==> src/sv/drvmix_pkg.sv <==
// Shared types and constants for the drive mode mixer.
`timescale 1ns / 1ps

package drvmix_pkg;

	localparam int CHANNEL_WIDTH_DEF = 12;
	localparam int PULSE_W           = 12;
	localparam int STEP_W            = 10;
	localparam int CFG_IDX_W         = 3;
	localparam int CFG_DATA_W        = 12;

	localparam int NEUTRAL = 1500;

	localparam logic [PULSE_W-1:0] STICK_LOW_RST  = 12'd1300;
	localparam logic [PULSE_W-1:0] STICK_HIGH_RST = 12'd1700;
	localparam logic [STEP_W-1:0]  SERVO_STEP_RST = 10'd30;
	localparam logic [PULSE_W-1:0] SERVO_MIN_RST  = 12'd250;
	localparam logic [PULSE_W-1:0] SERVO_MAX_RST  = 12'd1250;
	localparam logic [PULSE_W-1:0] SERVO_MID_RST  = 12'd750;
	localparam logic [PULSE_W-1:0] MOTOR_MIN_RST  = 12'd800;
	localparam logic [PULSE_W-1:0] MOTOR_MAX_RST  = 12'd2100;

	typedef enum logic [CFG_IDX_W-1:0] {
		CFG_STICK_LOW  = 3'd0,
		CFG_STICK_HIGH = 3'd1,
		CFG_SERVO_STEP = 3'd2,
		CFG_SERVO_MIN  = 3'd3,
		CFG_SERVO_MAX  = 3'd4,
		CFG_SERVO_MID  = 3'd5,
		CFG_MOTOR_MIN  = 3'd6,
		CFG_MOTOR_MAX  = 3'd7
	} cfg_idx_t;

	typedef enum logic [1:0] {
		MODE_FWD   = 2'd0,
		MODE_REV   = 2'd1,
		MODE_SPLIT = 2'd2
	} mode_t;

endpackage

==> src/sv/drive_mode_mixer_top.sv <==
// Drive mode mixer top level: mode select, servo nudge and four-motor mix.
//
// Input channel: in_valid / in_stall with op and four RC channels. A word is
// taken at a rising edge with in_valid high and in_stall low. op = 1 is a
// control tick (mode switch and servo stick update), op = 0 a motor tick.
// Output channel: out_valid / out_stall with four motor pulses, the servo
// pulse, the drive mode and the mode_entered flag; one result word per input.
// Config port: cfg_valid / cfg_ready (always ready), cfg_index, cfg_data;
// write registers only while no word is in flight.
// Path: a taken word passes through the input register, then the result register.
// Throughput: one word per cycle while out_stall is low; on a control tick the
// mode and servo state update in the same cycle a word moves from the input
// register to the result register, so the next word sees it at once.
// Stall: the result register holds while out_stall is high; one more word
// may wait in the input register, after which in_stall goes high.
// Reset: config returns to defaults, mode 0, servo 250, last switch 1500,
// both registers empty.
`timescale 1ns / 1ps

module drive_mode_mixer_top #(
	parameter int CHANNEL_WIDTH = drvmix_pkg::CHANNEL_WIDTH_DEF
) (
	input  logic                                clk,
	input  logic                                arst_n,
	// input channel
	input  logic                                in_valid,
	output logic                                in_stall,
	input  logic                                op,
	input  logic [CHANNEL_WIDTH-1:0]            steer_in,
	input  logic [CHANNEL_WIDTH-1:0]            throttle_in,
	input  logic [CHANNEL_WIDTH-1:0]            servo_stick_in,
	input  logic [CHANNEL_WIDTH-1:0]            mode_switch_in,
	// output channel
	output logic                                out_valid,
	input  logic                                out_stall,
	output logic [drvmix_pkg::PULSE_W-1:0]      motor_one,
	output logic [drvmix_pkg::PULSE_W-1:0]      motor_two,
	output logic [drvmix_pkg::PULSE_W-1:0]      motor_three,
	output logic [drvmix_pkg::PULSE_W-1:0]      motor_four,
	output logic [drvmix_pkg::PULSE_W-1:0]      servo_pulse,
	output logic [1:0]                          drive_mode,
	output logic                                mode_entered,
	// config write
	input  logic                                cfg_valid,
	output logic                                cfg_ready,
	input  logic [drvmix_pkg::CFG_IDX_W-1:0]    cfg_index,
	input  logic [drvmix_pkg::CFG_DATA_W-1:0]   cfg_data
);
	import drvmix_pkg::*;

	// signed width covering steer + throttle + 4500 at a channel width of 10 bits or more
	localparam int MW    = CHANNEL_WIDTH + 4;
	localparam int CMP_W = (CHANNEL_WIDTH > PULSE_W) ? CHANNEL_WIDTH : PULSE_W;

	// config registers
	logic [PULSE_W-1:0] stick_low_q, stick_high_q, servo_min_q, servo_max_q;
	logic [PULSE_W-1:0] servo_mid_q, motor_min_q, motor_max_q;
	logic [STEP_W-1:0]  servo_step_q;

	// state
	mode_t                    mode_q;
	logic [PULSE_W-1:0]       servo_q;
	logic [CHANNEL_WIDTH-1:0] last_sw_q;

	// input register
	logic                     valid_s1;
	logic                     op_s1;
	logic [CHANNEL_WIDTH-1:0] steer_s1, thr_s1, stick_s1, sw_s1;

	// result register
	logic               out_valid_q;
	logic [PULSE_W-1:0] m1_q, m2_q, m3_q, m4_q, servo_out_q;
	mode_t              mode_out_q;
	logic               entered_q;

	logic adv, take_in;

	logic [CMP_W-1:0]         sw_c, stick_c, lo_c, hi_c;
	logic                     entered;
	mode_t                    mode_sel, mode_cur;
	logic signed [MW-1:0]     sp, step_x, smin_x, smax_x;
	logic [PULSE_W-1:0]       servo_nx;
	logic signed [MW-1:0]     thr_x, steer_x, neu_x, neu3_x;
	logic signed [MW-1:0]     mix_a, mix_b, mix_ra, mix_rb, mmin_x, mmax_x;
	logic [PULSE_W-1:0]       m1, m2, m3, m4;

	function automatic logic [PULSE_W-1:0] clamp_pulse(input logic signed [MW-1:0] v,
			input logic signed [MW-1:0] lo, input logic signed [MW-1:0] hi);
		logic signed [MW-1:0] t;
		t = v;
		if (t < lo) t = lo;
		if (t > hi) t = hi;
		return t[PULSE_W-1:0];
	endfunction

	assign adv      = valid_s1 && (!out_valid_q || !out_stall);
	assign in_stall = valid_s1 && !adv;
	assign take_in  = in_valid && !in_stall;
	assign cfg_ready = 1'b1;

	// config writes
	always_ff @(posedge clk or negedge arst_n) begin
		if (!arst_n) begin
			stick_low_q  <= STICK_LOW_RST;
			stick_high_q <= STICK_HIGH_RST;
			servo_step_q <= SERVO_STEP_RST;
			servo_min_q  <= SERVO_MIN_RST;
			servo_max_q  <= SERVO_MAX_RST;
			servo_mid_q  <= SERVO_MID_RST;
			motor_min_q  <= MOTOR_MIN_RST;
			motor_max_q  <= MOTOR_MAX_RST;
		end else if (cfg_valid && cfg_ready) begin
			unique case (cfg_idx_t'(cfg_index))
				CFG_STICK_LOW:  stick_low_q  <= cfg_data[PULSE_W-1:0];
				CFG_STICK_HIGH: stick_high_q <= cfg_data[PULSE_W-1:0];
				CFG_SERVO_STEP: servo_step_q <= cfg_data[STEP_W-1:0];
				CFG_SERVO_MIN:  servo_min_q  <= cfg_data[PULSE_W-1:0];
				CFG_SERVO_MAX:  servo_max_q  <= cfg_data[PULSE_W-1:0];
				CFG_SERVO_MID:  servo_mid_q  <= cfg_data[PULSE_W-1:0];
				CFG_MOTOR_MIN:  motor_min_q  <= cfg_data[PULSE_W-1:0];
				CFG_MOTOR_MAX:  motor_max_q  <= cfg_data[PULSE_W-1:0];
				default: ;
			endcase
		end
	end

	// mode select and servo nudge
	always_comb begin
		sw_c    = CMP_W'(sw_s1);
		stick_c = CMP_W'(stick_s1);
		lo_c    = CMP_W'(stick_low_q);
		hi_c    = CMP_W'(stick_high_q);
		step_x  = $signed(MW'(servo_step_q));
		smin_x  = $signed(MW'(servo_min_q));
		smax_x  = $signed(MW'(servo_max_q));

		entered = op_s1 && (sw_s1 != last_sw_q);

		if (sw_c < lo_c) begin
			mode_sel = MODE_FWD;
		end else if (sw_c > hi_c) begin
			mode_sel = MODE_SPLIT;
		end else begin
			mode_sel = MODE_REV;
		end

		if (entered) begin
			mode_cur = mode_sel;
			case (mode_sel)
				MODE_FWD:   sp = smin_x;
				MODE_SPLIT: sp = $signed(MW'(servo_mid_q));
				default:    sp = smax_x;
			endcase
		end else begin
			mode_cur = mode_q;
			sp       = $signed(MW'(servo_q));
		end

		if (stick_c > hi_c) sp = sp + step_x;
		if (stick_c < lo_c) sp = sp - step_x;
		servo_nx = clamp_pulse(sp, smin_x, smax_x);
	end

	// skid-steer mix, signed
	always_comb begin
		thr_x   = $signed(MW'(thr_s1));
		steer_x = $signed(MW'(steer_s1));
		neu_x   = $signed(MW'(NEUTRAL));
		neu3_x  = $signed(MW'(3 * NEUTRAL));
		mmin_x  = $signed(MW'(motor_min_q));
		mmax_x  = $signed(MW'(motor_max_q));

		mix_a  = thr_x - neu_x + steer_x;
		mix_b  = thr_x + neu_x - steer_x;
		mix_ra = neu_x - thr_x + steer_x;
		mix_rb = neu3_x - thr_x - steer_x;

		case (mode_cur)
			MODE_FWD: begin
				m1 = clamp_pulse(mix_a, mmin_x, mmax_x);
				m2 = clamp_pulse(mix_b, mmin_x, mmax_x);
				m3 = m2;
				m4 = m1;
			end
			MODE_REV: begin
				m1 = clamp_pulse(mix_ra, mmin_x, mmax_x);
				m2 = clamp_pulse(mix_rb, mmin_x, mmax_x);
				m3 = m2;
				m4 = m1;
			end
			default: begin
				m1 = clamp_pulse(mix_a, mmin_x, mmax_x);
				m2 = clamp_pulse(mix_b, mmin_x, mmax_x);
				m3 = clamp_pulse(mix_rb, mmin_x, mmax_x);
				m4 = clamp_pulse(mix_ra, mmin_x, mmax_x);
			end
		endcase
	end

	// input register control
	always_ff @(posedge clk or negedge arst_n) begin
		if (!arst_n) begin
			valid_s1 <= 1'b0;
		end else if (take_in) begin
			valid_s1 <= 1'b1;
		end else if (adv) begin
			valid_s1 <= 1'b0;
		end
	end

	always_ff @(posedge clk) begin
		if (take_in) begin
			op_s1    <= op;
			steer_s1 <= steer_in;
			thr_s1   <= throttle_in;
			stick_s1 <= servo_stick_in;
			sw_s1    <= mode_switch_in;
		end
	end

	// state moves with a control word (op = 1) leaving the input register
	always_ff @(posedge clk or negedge arst_n) begin
		if (!arst_n) begin
			mode_q    <= MODE_FWD;
			servo_q   <= SERVO_MIN_RST;
			last_sw_q <= CHANNEL_WIDTH'(NEUTRAL);
		end else if (adv && op_s1) begin
			mode_q    <= mode_cur;
			servo_q   <= servo_nx;
			last_sw_q <= sw_s1;
		end
	end

	// result register
	always_ff @(posedge clk or negedge arst_n) begin
		if (!arst_n) begin
			out_valid_q <= 1'b0;
		end else if (adv) begin
			out_valid_q <= 1'b1;
		end else if (!out_stall) begin
			out_valid_q <= 1'b0;
		end
	end

	always_ff @(posedge clk) begin
		if (adv) begin
			m1_q        <= m1;
			m2_q        <= m2;
			m3_q        <= m3;
			m4_q        <= m4;
			servo_out_q <= op_s1 ? servo_nx : servo_q;
			mode_out_q  <= mode_cur;
			entered_q   <= entered;
		end
	end

	assign out_valid    = out_valid_q;
	assign motor_one    = m1_q;
	assign motor_two    = m2_q;
	assign motor_three  = m3_q;
	assign motor_four   = m4_q;
	assign servo_pulse  = servo_out_q;
	assign drive_mode   = mode_out_q;
	assign mode_entered = entered_q;

endmodule

==> config.mk <==
export PLATFORM = sky130hd
export DESIGN_NAME = drive_mode_mixer_top
export DESIGN_NICKNAME = d
export VERILOG_FILES = /design/src/sv/drvmix_pkg.sv /design/src/sv/drive_mode_mixer_top.sv
export SDC_FILE = /design/constraint.sdc
export NUM_CORES = 1
export LEC_CHECK = 0
export ABC_AREA = 0
export BUFFER_PORTS_ARGS = -buffer_cell sky130_fd_sc_hd__buf_2
export CORE_MARGIN = 2
export CORE_UTILIZATION = 57
export CTS_CLUSTER_DIAMETER = 60
export DETAILED_ROUTE_END_ITERATION = 10
export PLACE_DENSITY_LB_ADDON = 0.25
export SKIP_CTS_REPAIR_TIMING = 1
export SLEW_MARGIN = 20
export SYNTH_ARGS = -nofsm -noshare
export SYNTH_HDL_FRONTEND = slang
export SYNTH_SLANG_ARGS = --single-unit
==> constraint.sdc <==
create_clock -name clk -period 21.6 [get_ports clk]
set_input_delay 1.08 -clock clk [delete_from_list [all_inputs] [get_ports clk]]
set_output_delay 1.08 -clock clk [all_outputs]
set_load 0.05 [all_outputs]
==> Word level (Yosys, flattened, before mapping) <==
Index checks and enable logic that the tools add are counted.
{ "word_totals": {"regBits": 234, "inputBits": 69, "out_inout_bits": 66, "word_cells": 125} }
{ "op_classes": {"eq_ne": 11, "mux": 38, "n_reduce_logical": 23, "addsub": 10, "magnitude_cmp": 18} }
{ "op_table": {"columns": ["operator", "count"], "rows": [
  ["two-way mux 16 bit", 16],
  ["> comparator 16 x 13 -> 1 bit", 9],
  ["two-way mux 12 bit", 10],
  ["one-hot mux 12 bit (2 select lines)", 5],
  ["less-than comparator 14 x 13 -> 1 bit", 3],
  ["adder 13 x 13 -> 14 bit", 2],
  ["> comparator 12 bit", 2],
  ["less-than comparator 12 bit", 2],
  ["adder 16 x 11 -> 16 bit", 1],
  ["less-than comparator 16 x 13 -> 1 bit", 1],
  ["AND reduction 2 bit", 8],
  ["subtractor 16 x 11 -> 16 bit", 1],
  ["less-than comparator 15 x 13 -> 1 bit", 1],
  ["subtractor 14 x 13 -> 15 bit", 1],
  ["subtractor 13 x 12 -> 14 bit", 1],
  ["subtractor 13 x 12 -> 14 bit, first input constant", 1],
  ["adder 12 x 11 -> 13 bit, second input constant", 1],
  ["subtractor 11 x 12 -> 13 bit, first input constant", 1],
  ["subtractor 12 x 11 -> 13 bit, second input constant", 1],
  ["equality test 3 bit, second input constant", 4],
  ["!= test 12 bit", 1],
  ["equality test 3 x 2 -> 1 bit, second input constant", 2],
  ["two-way mux 2 bit", 3],
  ["logical AND 1 bit", 5],
  ["other kinds (11)", 18]
]} }

==> Logic depth before layout (Yosys ltp) <==
Gate-level depths: netlist of the first run.
{ "logic_depth": {"ltp_word": 15, "mapped_depth": 52, "ltp_nobuf": 48} }

==> Worst setup path after synthesis of the first run <==
Ideal clock, no wire load.
{ "synth_timing": {"path_type": "register to register", "from": "register stick_high_q[2], in the netlist hi_c[2]", "to": "register servo_out_q[6], in the netlist servo_pulse[6], data pin", "arrival_ns": 9.942, "setup_ns": 0.274, "period_less_slack_ns": 10.216, "n_path_buf": 5, "t_required_ns": 21.326, "slack_ns": 11.384, "stages_incl_launch_ff": 51, "path_cell_list": "dfstp_2 > inv_1 > ha_1 > a21oi_2 > o221ai_1 > a221o_1 > o21a_1 > buf_6 > buf_2 > nand2_1 > o21ai_0 > a222oi_1 > inv_1 > ha_1 > a21oi_1 > o211ai_1 > nor2_1 > xor2_1 > (+15 left out) > o2111ai_1 > and4b_1 > ha_1 > inv_1 > clkbuf_1 > mux2_2 > ha_1 > o21a_1 > o21a_1 > o21ai_0 > a21oi_1 > o21ai_0 > a221oi_1 > o21bai_1 > clkbuf_1 > clkbuf_1 > o21ai_1 > a31oi_1"} }
{ "synth_between": {"elab_chain_cells": 15, "word_cells_on_any_way": 17, "cone_classes": "2 x add/sub; 4 x order compare; 1 x eq/ne; 9 x mux; 1 x reduce/logical"} }
{ "synth_lines": {"columns": ["item", "line_no", "source"], "rows": [
  ["from (decl)", "drive_mode_mixer_top.sv:56", "logic [PULSE_W-1:0] stick_low_q, stick_high_q, servo_min_q, servo_max_q;"],
  ["from (signal assigned)", "drive_mode_mixer_top.sv:115", "CFG_STICK_HIGH: stick_high_q <= cfg_data[PULSE_W-1:0];"],
  ["> comparator 12 bit", "drive_mode_mixer_top.sv:141", "end else if (sw_c > hi_c) begin"],
  ["two-way mux 2 bit", "drive_mode_mixer_top.sv:141", null],
  ["two-way mux 2 bit", "drive_mode_mixer_top.sv:139", "if (sw_c < lo_c) begin"],
  ["equality test 2 bit or logical NOT 2 bit (tied branches)", "drive_mode_mixer_top.sv:149", "case (mode_sel)"],
  ["one-hot mux 12 bit (2 select lines)", "drive_mode_mixer_top.sv:149", null],
  ["two-way mux 16 bit", "drive_mode_mixer_top.sv:147", "if (entered) begin"],
  ["adder 16 x 11 -> 16 bit", "drive_mode_mixer_top.sv:159", "if (stick_c > hi_c) sp = sp + step_x;"],
  ["two-way mux 16 bit *", "drive_mode_mixer_top.sv:159", null],
  ["subtractor 16 x 11 -> 16 bit", "drive_mode_mixer_top.sv:160", "if (stick_c < lo_c) sp = sp - step_x;"],
  ["two-way mux 16 bit *", "drive_mode_mixer_top.sv:160", null],
  ["less-than comparator 16 x 13 -> 1 bit", "drive_mode_mixer_top.sv:91", "if (t < lo) t = lo;"],
  ["two-way mux 16 bit *", "drive_mode_mixer_top.sv:91", null],
  ["> comparator 16 x 13 -> 1 bit", "drive_mode_mixer_top.sv:92", "if (t > hi) t = hi;"],
  ["two-way mux 12 bit *", "drive_mode_mixer_top.sv:92", null],
  ["two-way mux 12 bit *", "drive_mode_mixer_top.sv:251", "servo_out_q <= op_s1 ? servo_nx : servo_q;"],
  ["to (signal assigned)", "drive_mode_mixer_top.sv:251", null],
  ["to (decl)", "drive_mode_mixer_top.sv:72", "logic [PULSE_W-1:0] m1_q, m2_q, m3_q, m4_q, servo_out_q;"]
]} }
Mark *: on every way between the ends. The rest lies on a longest branch, timed or not.
A chain may end at the register's enable or synchronous reset.

==> Worst setup path after layout of the first run <==
{ "layout_timing": {"from": "register stick_high_q[2], in the netlist hi_c[2]", "to": "register servo_out_q[9], in the netlist servo_pulse[9], data pin"} }
Same word-level chain as after synthesis.

==> results of run 1 <==
==> report_power, final <==
part / internal [mW] / switching (mW)
logic: 0.867 / 1.51
registers: 0.664 / 0.0785
clock network: 0.252 / 0.197
==> cells in the final DEF, fill, tap and decap left out, drive strengths merged, types with 19 or more instances in the layout <==
master,n
ha,248
nand2,198
inv,186
buf,146
o21ai,120
edfxtp,112
nor2,98
a21oi,93
mux2,78
dfrtp,71
xnor2,67
a21o,56
dfstp,51
nand3,37
clkbuf,36
a31oi,34
nor3,31
mux2i,27
nand2b,26
nand4,22
o21a,21
nor2b,21
o221a,19
==> cell families (layout without fill, tap and decap cells) <==
| family | Yosys count | after routing | synth area share, % |
|---|---|---|---|
| and+or+nand+nor | 501 | 501 | 12.9 |
| AOI/OAI and AO/OA | 500 | 500 | 18.7 |
| adders and majority gates | 255 | 255 | 17.6 |
| buffers and inverters | 248 | 383 | 5.30 |
| DFF | 234 | 234 | 35.2 |
| muxes | 105 | 105 | 6.24 |
| xor gates and xnor gates | 85 | 85 | 4.05 |
| other | 1 | 3 | 0.0204 |
==> state kept, by name, indices dropped and copies added (netlist names), 2 cells and up <==
signal,flops
motor_max_q,12
mode_q,2
motor_three,12
steer_s1,12
thr_s1,12
servo_pulse,12
servo_q,12
motor_one,12
last_sw_q,12
lo_c,12
motor_four,12
hi_c,12
stick_c,12
servo_step_q,10
sw_c,12
servo_min_q,12
servo_max_q,12
servo_mid_q,12
motor_min_q,12
drive_mode,2
motor_two,12
==> worst min-delay path by stage <==
stage	end	start	cells after the start	slack (ns)
2_1_floorplan	mode_q[0]$_DFFE_PN0P_	mode_q[0]$_DFFE_PN0P_	2	0.45
3_3_place_gp	last_sw_q[2]$_DFFE_PN1P_	last_sw_q[2]$_DFFE_PN1P_	2	0.45
6_report	last_sw_q[4]$_DFFE_PN1P_	last_sw_q[4]$_DFFE_PN1P_	2	0.47
5_1_grt	last_sw_q[3]$_DFFE_PN1P_	last_sw_q[3]$_DFFE_PN1P_	2	0.49
4_1_cts	last_sw_q[4]$_DFFE_PN1P_	last_sw_q[4]$_DFFE_PN1P_	2	0.47
3_5_place_dp	last_sw_q[6]$_DFFE_PN1P_	last_sw_q[6]$_DFFE_PN1P_	2	0.46
==> synthesized netlist by cell type (51+ instances only) <==
cell type  count  share of area, %
a21oi_1       92               2.5
inv_1        182               3.7
nor2_1        98               2.0
edfxtp_1     112                18
o21ai_0      110               3.0
dfstp_2       51               7.3
a21o_1        56               2.3
xnor2_1       67               3.2
mux2_2        78               4.8
dfrtp_1       71               9.7
nand2_1      198               4.0
ha_1         248                17
==> metal layers <==
layer | up-vias | share of wire (%) | wire [um] | global-route usage [%]
li1 | 7280 | - | - | -
met1 | 7246 | 41 | 22300 | 39.7
met2 | 534 | 49 | 26400 | 57.2
met3 | 138 | 4.7 | 2510 | 3.27
met4 | 0 | 4.6 | 2490 | 13.7
met5 | - | 0 | 0 | 0
==> worst reg2reg max path: cells and delay by family, from the launching register on <==
family                   cells  cell delay, ns
multiplexers                 1            0.28
XOR/XNOR                     1            0.15
AO/OA/AOI/OAI               22            4.67
AND/OR/NAND/NOR             15            3.37
buffers and inverters        4            0.78
adder cells (fa/ha/maj)      6            2.10
flip-flops                   1            0.52
==> final cells by class <==
type                    instances  area share (%)
multi-input cells            1447            54.1
flip-flops and latches        234            31.9
diodes                          2          0.0247
clock inverters                16           0.647
inverters                     185            3.42
clock buffers                  36            3.60
repair buffers                146            3.77
well taps                     402            2.48
==> per-stage QoR <==
stage	utilization, %	setup slack, ns	instances
global placement	61.4	10.09	2414
finish	64.1	9.58	2468
floorplan	-	11.38	1929
detailed placement	61.4	9.76	2414
global route	64.1	8.69	2466
CTS	64.1	9.70	2466
==> metrics.cfg, run 1 <==
[run_status]
status = completed

[synth]
seq_area_frac_synth_pct = 35.2
postSynthRegisterBits = 234
yosys.cell_types.count = 88
average_footprint_of_a_synthesized_cell_um2 = 9.54
synth_flop_cell = edfxtp_1
asyncSetResetFlopFracSynth_pct = 52.1
ys_warn_count = 0
synthCells = 1929
synthesis.area_um2 = 18400
post_synth_edffs = 112
synthesis.nets = 2253

[worst_setup_path]
critPathLaunch = hi_c[2]$_DFFE_PN1P_
critical_path_depth = 49
setup.worst_path.class = reg -> reg
regToRegEndpoint = servo_pulse[9]$_DFFE_PP_
timing.critical_path.arrival_ns = 12.44
critical_path_capture_point = servo_pulse[9]$_DFFE_PP_
slowest_cell_on_the_critical_path = a222oi_1
worst_path_most_repeated_cell = ha_1
path_delay_family = compound AO/OA/AOI/OAI gates
crit_path_max_incr_delay_ns = 0.73
timing.critical_path.required_ns = 22.02
reg2reg_setup_slack_ns = 9.58
critical_path_peak_fanout = 30
r2r_start = hi_c[2]$_DFFE_PN1P_
worst_setup_path_start_kind = register
reg2reg_path_depth = 49
cp-end-kind = register
cp.buffers_inverters = 4

[global_routing]
grt_overflow = 0
number_of_global_route_vias_before_repair = 15000
grt_antenna_before_repair = 0
global_route.usage.total_pct = 32.1
grt_first_pass_wirelength_um = 83200
largest_net_degree_at_the_start_of_global_routing = 66

[routing]
avgViaCountPerCell = 6.16
post-route-drc-count = 0
vias = 15200
postRouteAntennaNets = 0
firstDrtPassIters = 8
route.final.wire_length_um = 53700
drt-initial-drc-count = 1073
route.detailed.wl_per_inst_um = 21.7

[sta]
final-hold-violation-count = 0
max_slew.worst_pin.slew_ns = 1.12
achievable-frequency_mhz = 83.2
min_period_ns = 12.02
setup_total_negative_slack_ns = 0
slew_headroom_pct = 24.9
layout_worst_path_cycle_share_pct = 55.7
rsz0062_at_grt = no
setup_viol = 0
worst_hold_margin_ns = 0.467
number_of_pins_exceeding_their_max_slew_limit_in_the_final_report = 0
finalClockSkew_ns = 0.0166

[final_layout]
final_layout_size_suffix_gt1_share_pct = 17.8
area_growth_pct = 10.3
multiInputGateArea_um2 = 11000
finish.instance_area_um2 = 20300
seqCellArea_um2 = 6480
fillers = 2632
final_net_count = 2366

[floorplanning]
initial_utilization_pct = 58.2
floorplan.die.width_um = 184
fp.dieArea_um2 = 33700
core_region_area_um2 = 31600
die_h_um = 184
rows = 65
pin_count = 135

[clock_tree]
number_of_buffers_between_clock_root_and_the_deepest_sink = 3
cts.root.buffer_cell = clkbuf_16
cts_tree = done
clk_pin_slew_worst_paths_ns = 0.06
cts_buffers = 28
htree_levels = 1
clock_latency_ns = 0.58
cts_num_sinks = 234

[run]
cap_viol_max_count = 0

[placed_design]
port-buffer-count = 133
place_area_um2 = 19400
routabilityCongestion = 0.980
hpwlAfterDp_um = 41400

[power_and_ir_drop]
power.density_cell_area_nw_per_um2 = 176
total_chip_power_mw = 3.57
leakage_power_total_nw = 9.25
vdd.ir_drop.worst_mv = 0.214

[min_path]
min_path_type = reg -> reg

No activity file was read; power rests on OpenSTA's default activity.
==> inputs of run 2 (changes only) <==
--- a/config.mk
+++ b/config.mk
@@ -5,10 +5,10 @@
 export SDC_FILE = /design/constraint.sdc
 export NUM_CORES = 1
 export LEC_CHECK = 0
-export ABC_AREA = 0
+export ABC_AREA = 1
 export BUFFER_PORTS_ARGS = -buffer_cell sky130_fd_sc_hd__buf_2
 export CORE_MARGIN = 2
-export CORE_UTILIZATION = 57
+export CORE_UTILIZATION = 56
 export CTS_CLUSTER_DIAMETER = 60
 export DETAILED_ROUTE_END_ITERATION = 10
 export PLACE_DENSITY_LB_ADDON = 0.25
==> constraint.sdc (replaced) <==
create_clock -name clk -period 10.9 [get_ports clk]
set_input_delay 0.545 -clock clk [delete_from_list [all_inputs] [get_ports clk]]
set_output_delay 0.545 -clock clk [all_outputs]
set_load 0.05 [all_outputs]
==> metrics.cfg, run 2 <==
[clock_tree]
cts_buffers = 29  ; was 28
cts_tree = done  ; unchanged
cts.root.buffer_cell = clkbuf_16  ; unchanged
htree_levels = 1  ; unchanged
clock_latency_ns = 0.59  ; was 0.58 ns
number_of_buffers_between_clock_root_and_the_deepest_sink = 3  ; unchanged
cts_num_sinks = 234  ; unchanged
clk_pin_slew_worst_paths_ns = 0.06  ; about the same

[sta]
achievable-frequency_mhz = 115  ; was 83.2 MHz
slew_headroom_pct = 30.9  ; was 24.9%
max_slew.worst_pin.slew_ns = 1.04  ; was 1.12 ns
min_period_ns = 8.68  ; was 12.02 ns
finalClockSkew_ns = 0.0191  ; was 0.0166 ns
setup_viol = 0  ; unchanged
layout_worst_path_cycle_share_pct = 79.6  ; was 55.7%
rsz0062_at_grt = no  ; unchanged
setup_total_negative_slack_ns = 0  ; unchanged
final-hold-violation-count = 5  ; was 0
worst_hold_margin_ns = -0.0120  ; was 0.467 ns
number_of_pins_exceeding_their_max_slew_limit_in_the_final_report = 0  ; unchanged

[routing]
post-route-drc-count = 0  ; unchanged
route.detailed.wl_per_inst_um = 17.8  ; was 21.7 um
avgViaCountPerCell = 5.67  ; was 6.16
vias = 16700  ; was 15.2k
firstDrtPassIters = 5  ; was 8
postRouteAntennaNets = 0  ; unchanged
drt-initial-drc-count = 1872  ; was 1,073
route.final.wire_length_um = 52600  ; was 53,700 um

[synth]
asyncSetResetFlopFracSynth_pct = 52.1  ; unchanged
synthCells = 2387  ; was 1,929
synth_top_cells_by_count = nand2_1, inv_1, ha_1  ; was ha_1, nand2_1, inv_1
yosys.cell_types.count = 58  ; was 88
postSynthRegisterBits = 234  ; unchanged
post_synth_edffs = 112  ; unchanged
synthesis.nets = 2711  ; was 2,253
average_footprint_of_a_synthesized_cell_um2 = 7.77  ; was 9.54 um2
synthDominantAreaCellType = edfxtp_1  ; unchanged
synthMostInstantiatedCell = nand2_1  ; was ha_1
synthesis.area_um2 = 18500  ; was 18,400 um2
seq_area_frac_synth_pct = 35.0  ; was 35.2%
ys_warn_count = 0  ; unchanged
netlist_top_cells_area = edfxtp_1, ha_1, nand2_1, dfrtp_1, dfstp_2  ; was edfxtp_1, ha_1, dfrtp_1, dfstp_2, mux2_2
synth_flop_cell = edfxtp_1  ; unchanged
synth_top_area_share_pct = 18.1  ; was 18.3%

[global_routing]
grt_antenna_before_repair = 0  ; unchanged
grt_first_pass_wirelength_um = 83000  ; was 83,200 um
grt_overflow = 0  ; unchanged
global_route.usage.total_pct = 30.8  ; was 32.1%
largest_net_degree_at_the_start_of_global_routing = 73  ; was 66
number_of_global_route_vias_before_repair = 15600  ; was 15.0k

[floorplanning]
core_region_area_um2 = 32500  ; was 31,600 um2
fp.dieArea_um2 = 34600  ; was 33,700 um2
initial_utilization_pct = 57.0  ; was 58.2%
floorplan.die.width_um = 186  ; was 184 um
pin_count = 135  ; unchanged
rows = 66  ; was 65
die_h_um = 186  ; was 184 um

[power_and_ir_drop]
power.density_cell_area_nw_per_um2 = 312  ; was 176 nW/um2
power_frac_comb_pct = 62.5  ; was 66.6%
power.clock.fraction_pct = 15.4  ; was 12.6%
intPower_mw = 3.13  ; was 1.78 mW
power_switching_mw = 3.28  ; was 1.79 mW
total_chip_power_mw = 6.41  ; was 3.57 mW
swShare_pct = 51.2  ; was 50.1%
vdd.ir_drop.worst_mv = 0.243  ; was 0.214 mV
share_seq_of_total_power_pct = 22.1  ; was 20.8%
leakage_power_total_nw = 10.3  ; was 9.25 nW

[run_status]
status = complete, but fails checks  ; was completed
violations_in_the_final_reports = hold timing

[final_layout]
layout.cells.most_common_list = nand2_1, inv_1, ha_1, o21ai_0, nand3_1  ; was ha_1, nand2_1, inv_1, buf_2, edfxtp_1
post-route-util_pct = 63.0  ; was 64.1%
final_net_count = 2815  ; was 2,366
mostFrequentLayoutCell = nand2_1  ; was ha_1
final_instance_count_without_filler_cells = 2956  ; was 2,468
antennaDiodeCount = 0  ; was 2
final_layout_size_suffix_gt1_share_pct = 11.5  ; was 17.8%
area_growth_pct = 10.7  ; was 10.3%

[min_path]
min_path_type = in -> async  ; was reg -> reg

[worst_setup_path]
slowest_cell_on_the_critical_path = ha_1  ; was a222oi_1
critical_path_peak_fanout = 18  ; was 30
worst_path_most_repeated_cell = nand2_1  ; was ha_1
setup.worst_path.class = reg -> reg  ; unchanged
worst_setup_path_start_kind = register  ; unchanged
crit_path_max_incr_delay_ns = 0.59  ; was 0.73 ns
timing.critical_path.required_ns = 11.25  ; was 22.02 ns
cp-end-kind = register  ; unchanged
timing.critical_path.arrival_ns = 9.02  ; was 12.44 ns

[placed_design]
routabilityCongestion = 0.949  ; was 0.980
hpwlAfterDp_um = 41600  ; was 41,400 um
numPlacedInstances = 2902  ; was 2,414
port-buffer-count = 133  ; unchanged

[run]
cap_viol_max_count = 0  ; unchanged

run 2: kinds of logic (layout without fill, tap and decap cells):
group	Yosys count	count (layout)	synth area share [%]
AO/OA/AOI/OAI	463	463	13.8
XOR/XNOR	75	75	3.54
adder cells (fa/ha/maj)	255	255	17.5
buffers and inverters	416	543	8.72
flip-flops	234	234	35.0
other	1	1	0.0202
AND/OR/NAND/NOR	943	943	21.5
run 2: metrics by stage:
stage | cell area [um2] | worst slack [ns]
after floorplan | 18500 | 3.42
after global placement | 19500 | 2.50
after detailed placement | 19500 | 2.39
after CTS | 20500 | 2.35
after global routing | 20500 | 1.29
final | 20500 | 2.22
run 2: critical path: cells and delay by family (launching register included):
family,cells,cell delay (ns)
AOI/OAI and AO/OA,13,2.10
buffers and inverters,6,0.51
and+or+nand+nor,24,3.01
DFF,1,0.53
adders and majority gates,6,2.07
xor gates and xnor gates,1,0.20
run 2: final timing paths:
| path | slack, ns | endpoint | start | depth (start not counted) |
|---|---|---|---|---|
| worst max-delay path | 2.22 | servo_pulse[0]$_DFFE_PP_ | hi_c[9]$_DFFE_PN1P_ | 50 |
| worst min-delay path | -0.01 | motor_max_q[9]$_DFFE_PN0P_ | arst_n | 1 |
| worst max register to register | 2.22 | servo_pulse[0]$_DFFE_PP_ | hi_c[9]$_DFFE_PN1P_ | 50 |
| worst min register to register | 0.47 | last_sw_q[8]$_DFFE_PN1P_ | last_sw_q[8]$_DFFE_PN1P_ | 2 |
| max in group asynchronous | 9.52 | last_sw_q[9]$_DFFE_PN0P_ | arst_n | 2 |
| min in group clk | 0.13 | stick_c[9]$_DFFE_PP_ | servo_stick_in[9] | 1 |
run 2: cell type report:
type | count | area [um2]
Fill cell | 2936 | 12000
Multi-Input combinational cell | 1737 | 10500
Sequential cell | 234 | 6480
Inverter | 350 | 1310
Clock buffer | 39 | 825
Timing Repair Buffer | 139 | 713
Tap cell | 442 | 553
Clock inverter | 15 | 173
run 2: power groups by stage:
| stage | Sequential (mW) | Combinational, mW | Clock, mW |
|---|---|---|---|
| 2_1_floorplan | 1.73 | 2.73 | 0 |
| 3_3_place_gp | 1.42 | 3.80 | 0 |
| 3_5_place_dp | 1.42 | 3.93 | 0 |
| 4_1_cts | 1.41 | 3.95 | 1.01 |
| 5_1_grt | 1.44 | 4.53 | 1.04 |
| 6_report | 1.41 | 4.01 | 0.989 |
run 2: routing by layer:
layer / GRT usage, % / up-vias / wire, um
li1: - / 8188 / -
met1: 45.9 / 7753 / 24700
met2: 46.8 / 719 / 22300
met3: 4.21 / 86 / 4340
met4: 7.81 / 0 / 1240
met5: 0 / - / 0
==> inputs of run 3 (changes only) <==
==> constraint.sdc (replaced) <==
create_clock -name clk -period 7.1 [get_ports clk]
set_input_delay 0.355 -clock clk [delete_from_list [all_inputs] [get_ports clk]]
set_output_delay 0.355 -clock clk [all_outputs]
set_load 0.05 [all_outputs]
==> metrics.cfg, run 3 (synthesis results as in run 2) <==
[worst_setup_path]
crit_path_max_incr_delay_ns = 0.51  ; was 0.59 ns
timing.critical_path.arrival_ns = 7.93  ; was 9.02 ns
regToRegEndpoint = servo_pulse[10]$_DFFE_PP_  ; was servo_pulse[0]$_DFFE_PP_
slowest_cell_on_the_critical_path = edfxtp_1  ; was ha_1
timing.critical_path.required_ns = 7.41  ; was 11.25 ns
cp-end-kind = register  ; unchanged
worst_path_most_repeated_cell = nand2_1  ; unchanged
cp.buffers_inverters = 11  ; was 6
critical_path_depth = 53  ; was 50
worst_setup_path_start_kind = register  ; unchanged
setup.worst_path.class = reg -> reg  ; unchanged
path_delay_family = simple AND/OR/NAND/NOR gates  ; unchanged
reg2reg_setup_slack_ns = -0.52  ; was 2.22 ns
r2r_start = sw_c[9]$_DFFE_PP_  ; was hi_c[9]$_DFFE_PN1P_
reg2reg_path_depth = 53  ; was 50
critical_path_peak_fanout = 10  ; was 18

[routing]
postRouteAntennaNets = 0  ; unchanged
avgViaCountPerCell = 5.60  ; was 5.67
route.final.wire_length_um = 56600  ; was 52,600 um
drt-initial-drc-count = 1839  ; was 1,872
firstDrtPassIters = 6  ; was 5
route.detailed.wl_per_inst_um = 17.7  ; was 17.8 um
post-route-drc-count = 0  ; unchanged
vias = 17900  ; was 16.7k

[floorplanning]
pin_count = 135  ; unchanged
rows = 66  ; unchanged
core_region_area_um2 = 32500  ; unchanged
die_h_um = 186  ; unchanged
floorplan.die.width_um = 186  ; unchanged
initial_utilization_pct = 57.0  ; unchanged
fp.dieArea_um2 = 34600  ; unchanged

[clock_tree]
cts_tree = done  ; unchanged
cts.root.buffer_cell = clkbuf_16  ; unchanged
clk_pin_slew_worst_paths_ns = 0.06  ; about the same
clock_latency_ns = 0.56  ; was 0.59 ns
cts_num_sinks = 234  ; unchanged
htree_levels = 1  ; unchanged
cts_buffers = 29  ; unchanged
number_of_buffers_between_clock_root_and_the_deepest_sink = 3  ; unchanged

[placed_design]
hpwlAfterDp_um = 42800  ; was 41,600 um
routabilityCongestion = 0.958  ; was 0.949
port-buffer-count = 133  ; unchanged

[final_layout]
layout.cells.most_common_list = nand2_1, inv_1, ha_1, o21ai_0, buf_4  ; was nand2_1, inv_1, ha_1, o21ai_0, nand3_1
final_net_count = 3055  ; was 2,815
area_growth_pct = 26.2  ; was 10.7%
final_layout_size_suffix_gt1_share_pct = 22.5  ; was 11.5%
mostFrequentLayoutCell = nand2_1  ; unchanged
antennaDiodeCount = 0  ; unchanged

[sta]
layout_worst_path_cycle_share_pct = 107  ; was 79.6%
achievable-frequency_mhz = 131  ; was 115 MHz
rsz0062_at_grt = yes  ; was no
number_of_pins_exceeding_their_max_slew_limit_in_the_final_report = 0  ; unchanged
slew_headroom_pct = 29.0  ; was 30.9%
min_period_ns = 7.62  ; was 8.68 ns
finalClockSkew_ns = 0.0135  ; was 0.0191 ns
final-hold-violation-count = 0  ; was 5
setup_viol = 24  ; was 0
worst_hold_margin_ns = 0.0555  ; was -0.0120 ns
max_slew.worst_pin.slew_ns = 1.06  ; was 1.04 ns
setup_total_negative_slack_ns = -11.36  ; was 0 ns
final_critical_path_setup_slack_ns = -0.523  ; was 2.22 ns

[run_status]
status = complete, but fails checks  ; unchanged
violations_in_the_final_reports = setup timing  ; was hold timing

[global_routing]
grt_antenna_before_repair = 0  ; unchanged
largest_net_degree_at_the_start_of_global_routing = 79  ; was 73
grt_overflow = 0  ; unchanged
grt_first_pass_wirelength_um = 85400  ; was 83,000 um
global_route.usage.total_pct = 31.6  ; was 30.8%
number_of_global_route_vias_before_repair = 16100  ; was 15.6k

[run]
cap_viol_max_count = 0  ; unchanged

[power_and_ir_drop]
vdd.ir_drop.worst_mv = 0.680  ; was 0.243 mV
power.density_cell_area_nw_per_um2 = 524  ; was 312 nW/um2
leakage_power_total_nw = 11.6  ; was 10.3 nW

[min_path]
timing.hold.worst_endpoint = motor_max_q[11]$_DFFE_PN1P_
min_path_type = in -> reg  ; was in -> async
hold_path_startpoint = cfg_data[11]
hold_path_cells = 3

[run 3: cell type report]
class                           instances  area [um2]
Clock buffer                           41         845
Clock inverter                         12         121
Fill cell                            2601        9140
Inverter                              350        1330
Multi-Input combinational cell       1737       11300
Sequential cell                       234        6480
Tap cell                              442         553
Timing Repair Buffer                  378        2750
Timing Repair inverter                  1        5.00
[run 3: worst max-delay path by stage]
stage,start,to
after floorplan,lo_c[10]$_DFFE_PN1P_,servo_pulse[10]$_DFFE_PP_
after global placement,hi_c[7]$_DFFE_PN1P_,servo_pulse[0]$_DFFE_PP_
after detailed placement,hi_c[7]$_DFFE_PN1P_,servo_pulse[4]$_DFFE_PP_
after CTS,hi_c[7]$_DFFE_PN1P_,servo_pulse[4]$_DFFE_PP_
after global routing,sw_c[11]$_DFFE_PP_,servo_q[10]$_DFFE_PN0P_
final,sw_c[9]$_DFFE_PP_,servo_pulse[10]$_DFFE_PP_
[run 3: worst reg2reg max path, delay by kind of cell, from the launching register on]
family | cells | cell delay, ns
AO/OA/AOI/OAI | 14 | 1.87
XOR/XNOR | 2 | 0.27
adder cells (fa/ha/maj) | 5 | 1.35
buffers and inverters | 11 | 1.29
flip-flops | 1 | 0.51
AND/OR/NAND/NOR | 21 | 2.09
[run 3: through the flow]
step	cell area [um2]	cells	power, mW	utilization, %	worst slack, ns
2_1_floorplan	18600	2387	6.93	-	-0.000627
3_3_place_gp	20800	3057	9.00	63.8	-0.332
3_5_place_dp	20800	3057	9.20	63.8	-0.564
4_1_cts	21700	3110	10.7	66.8	-0.642
5_1_grt	23400	3195	13.2	71.9	-1.01
6_report	23400	3195	12.3	71.9	-0.523
[run 3: report_power, final]
group	internal, mW	leakage, nW	switching [mW]
clock network	0.876	0.484	0.598
logic	3.47	8.64	5.16
registers	1.95	2.50	0.206
[run 3: per-layer routing]
metal,track usage [%],part of all wire [%]
met5,0,0
met4,7.50,2.5
met3,4.62,8.1
met2,48.5,44
met1,46.7,45
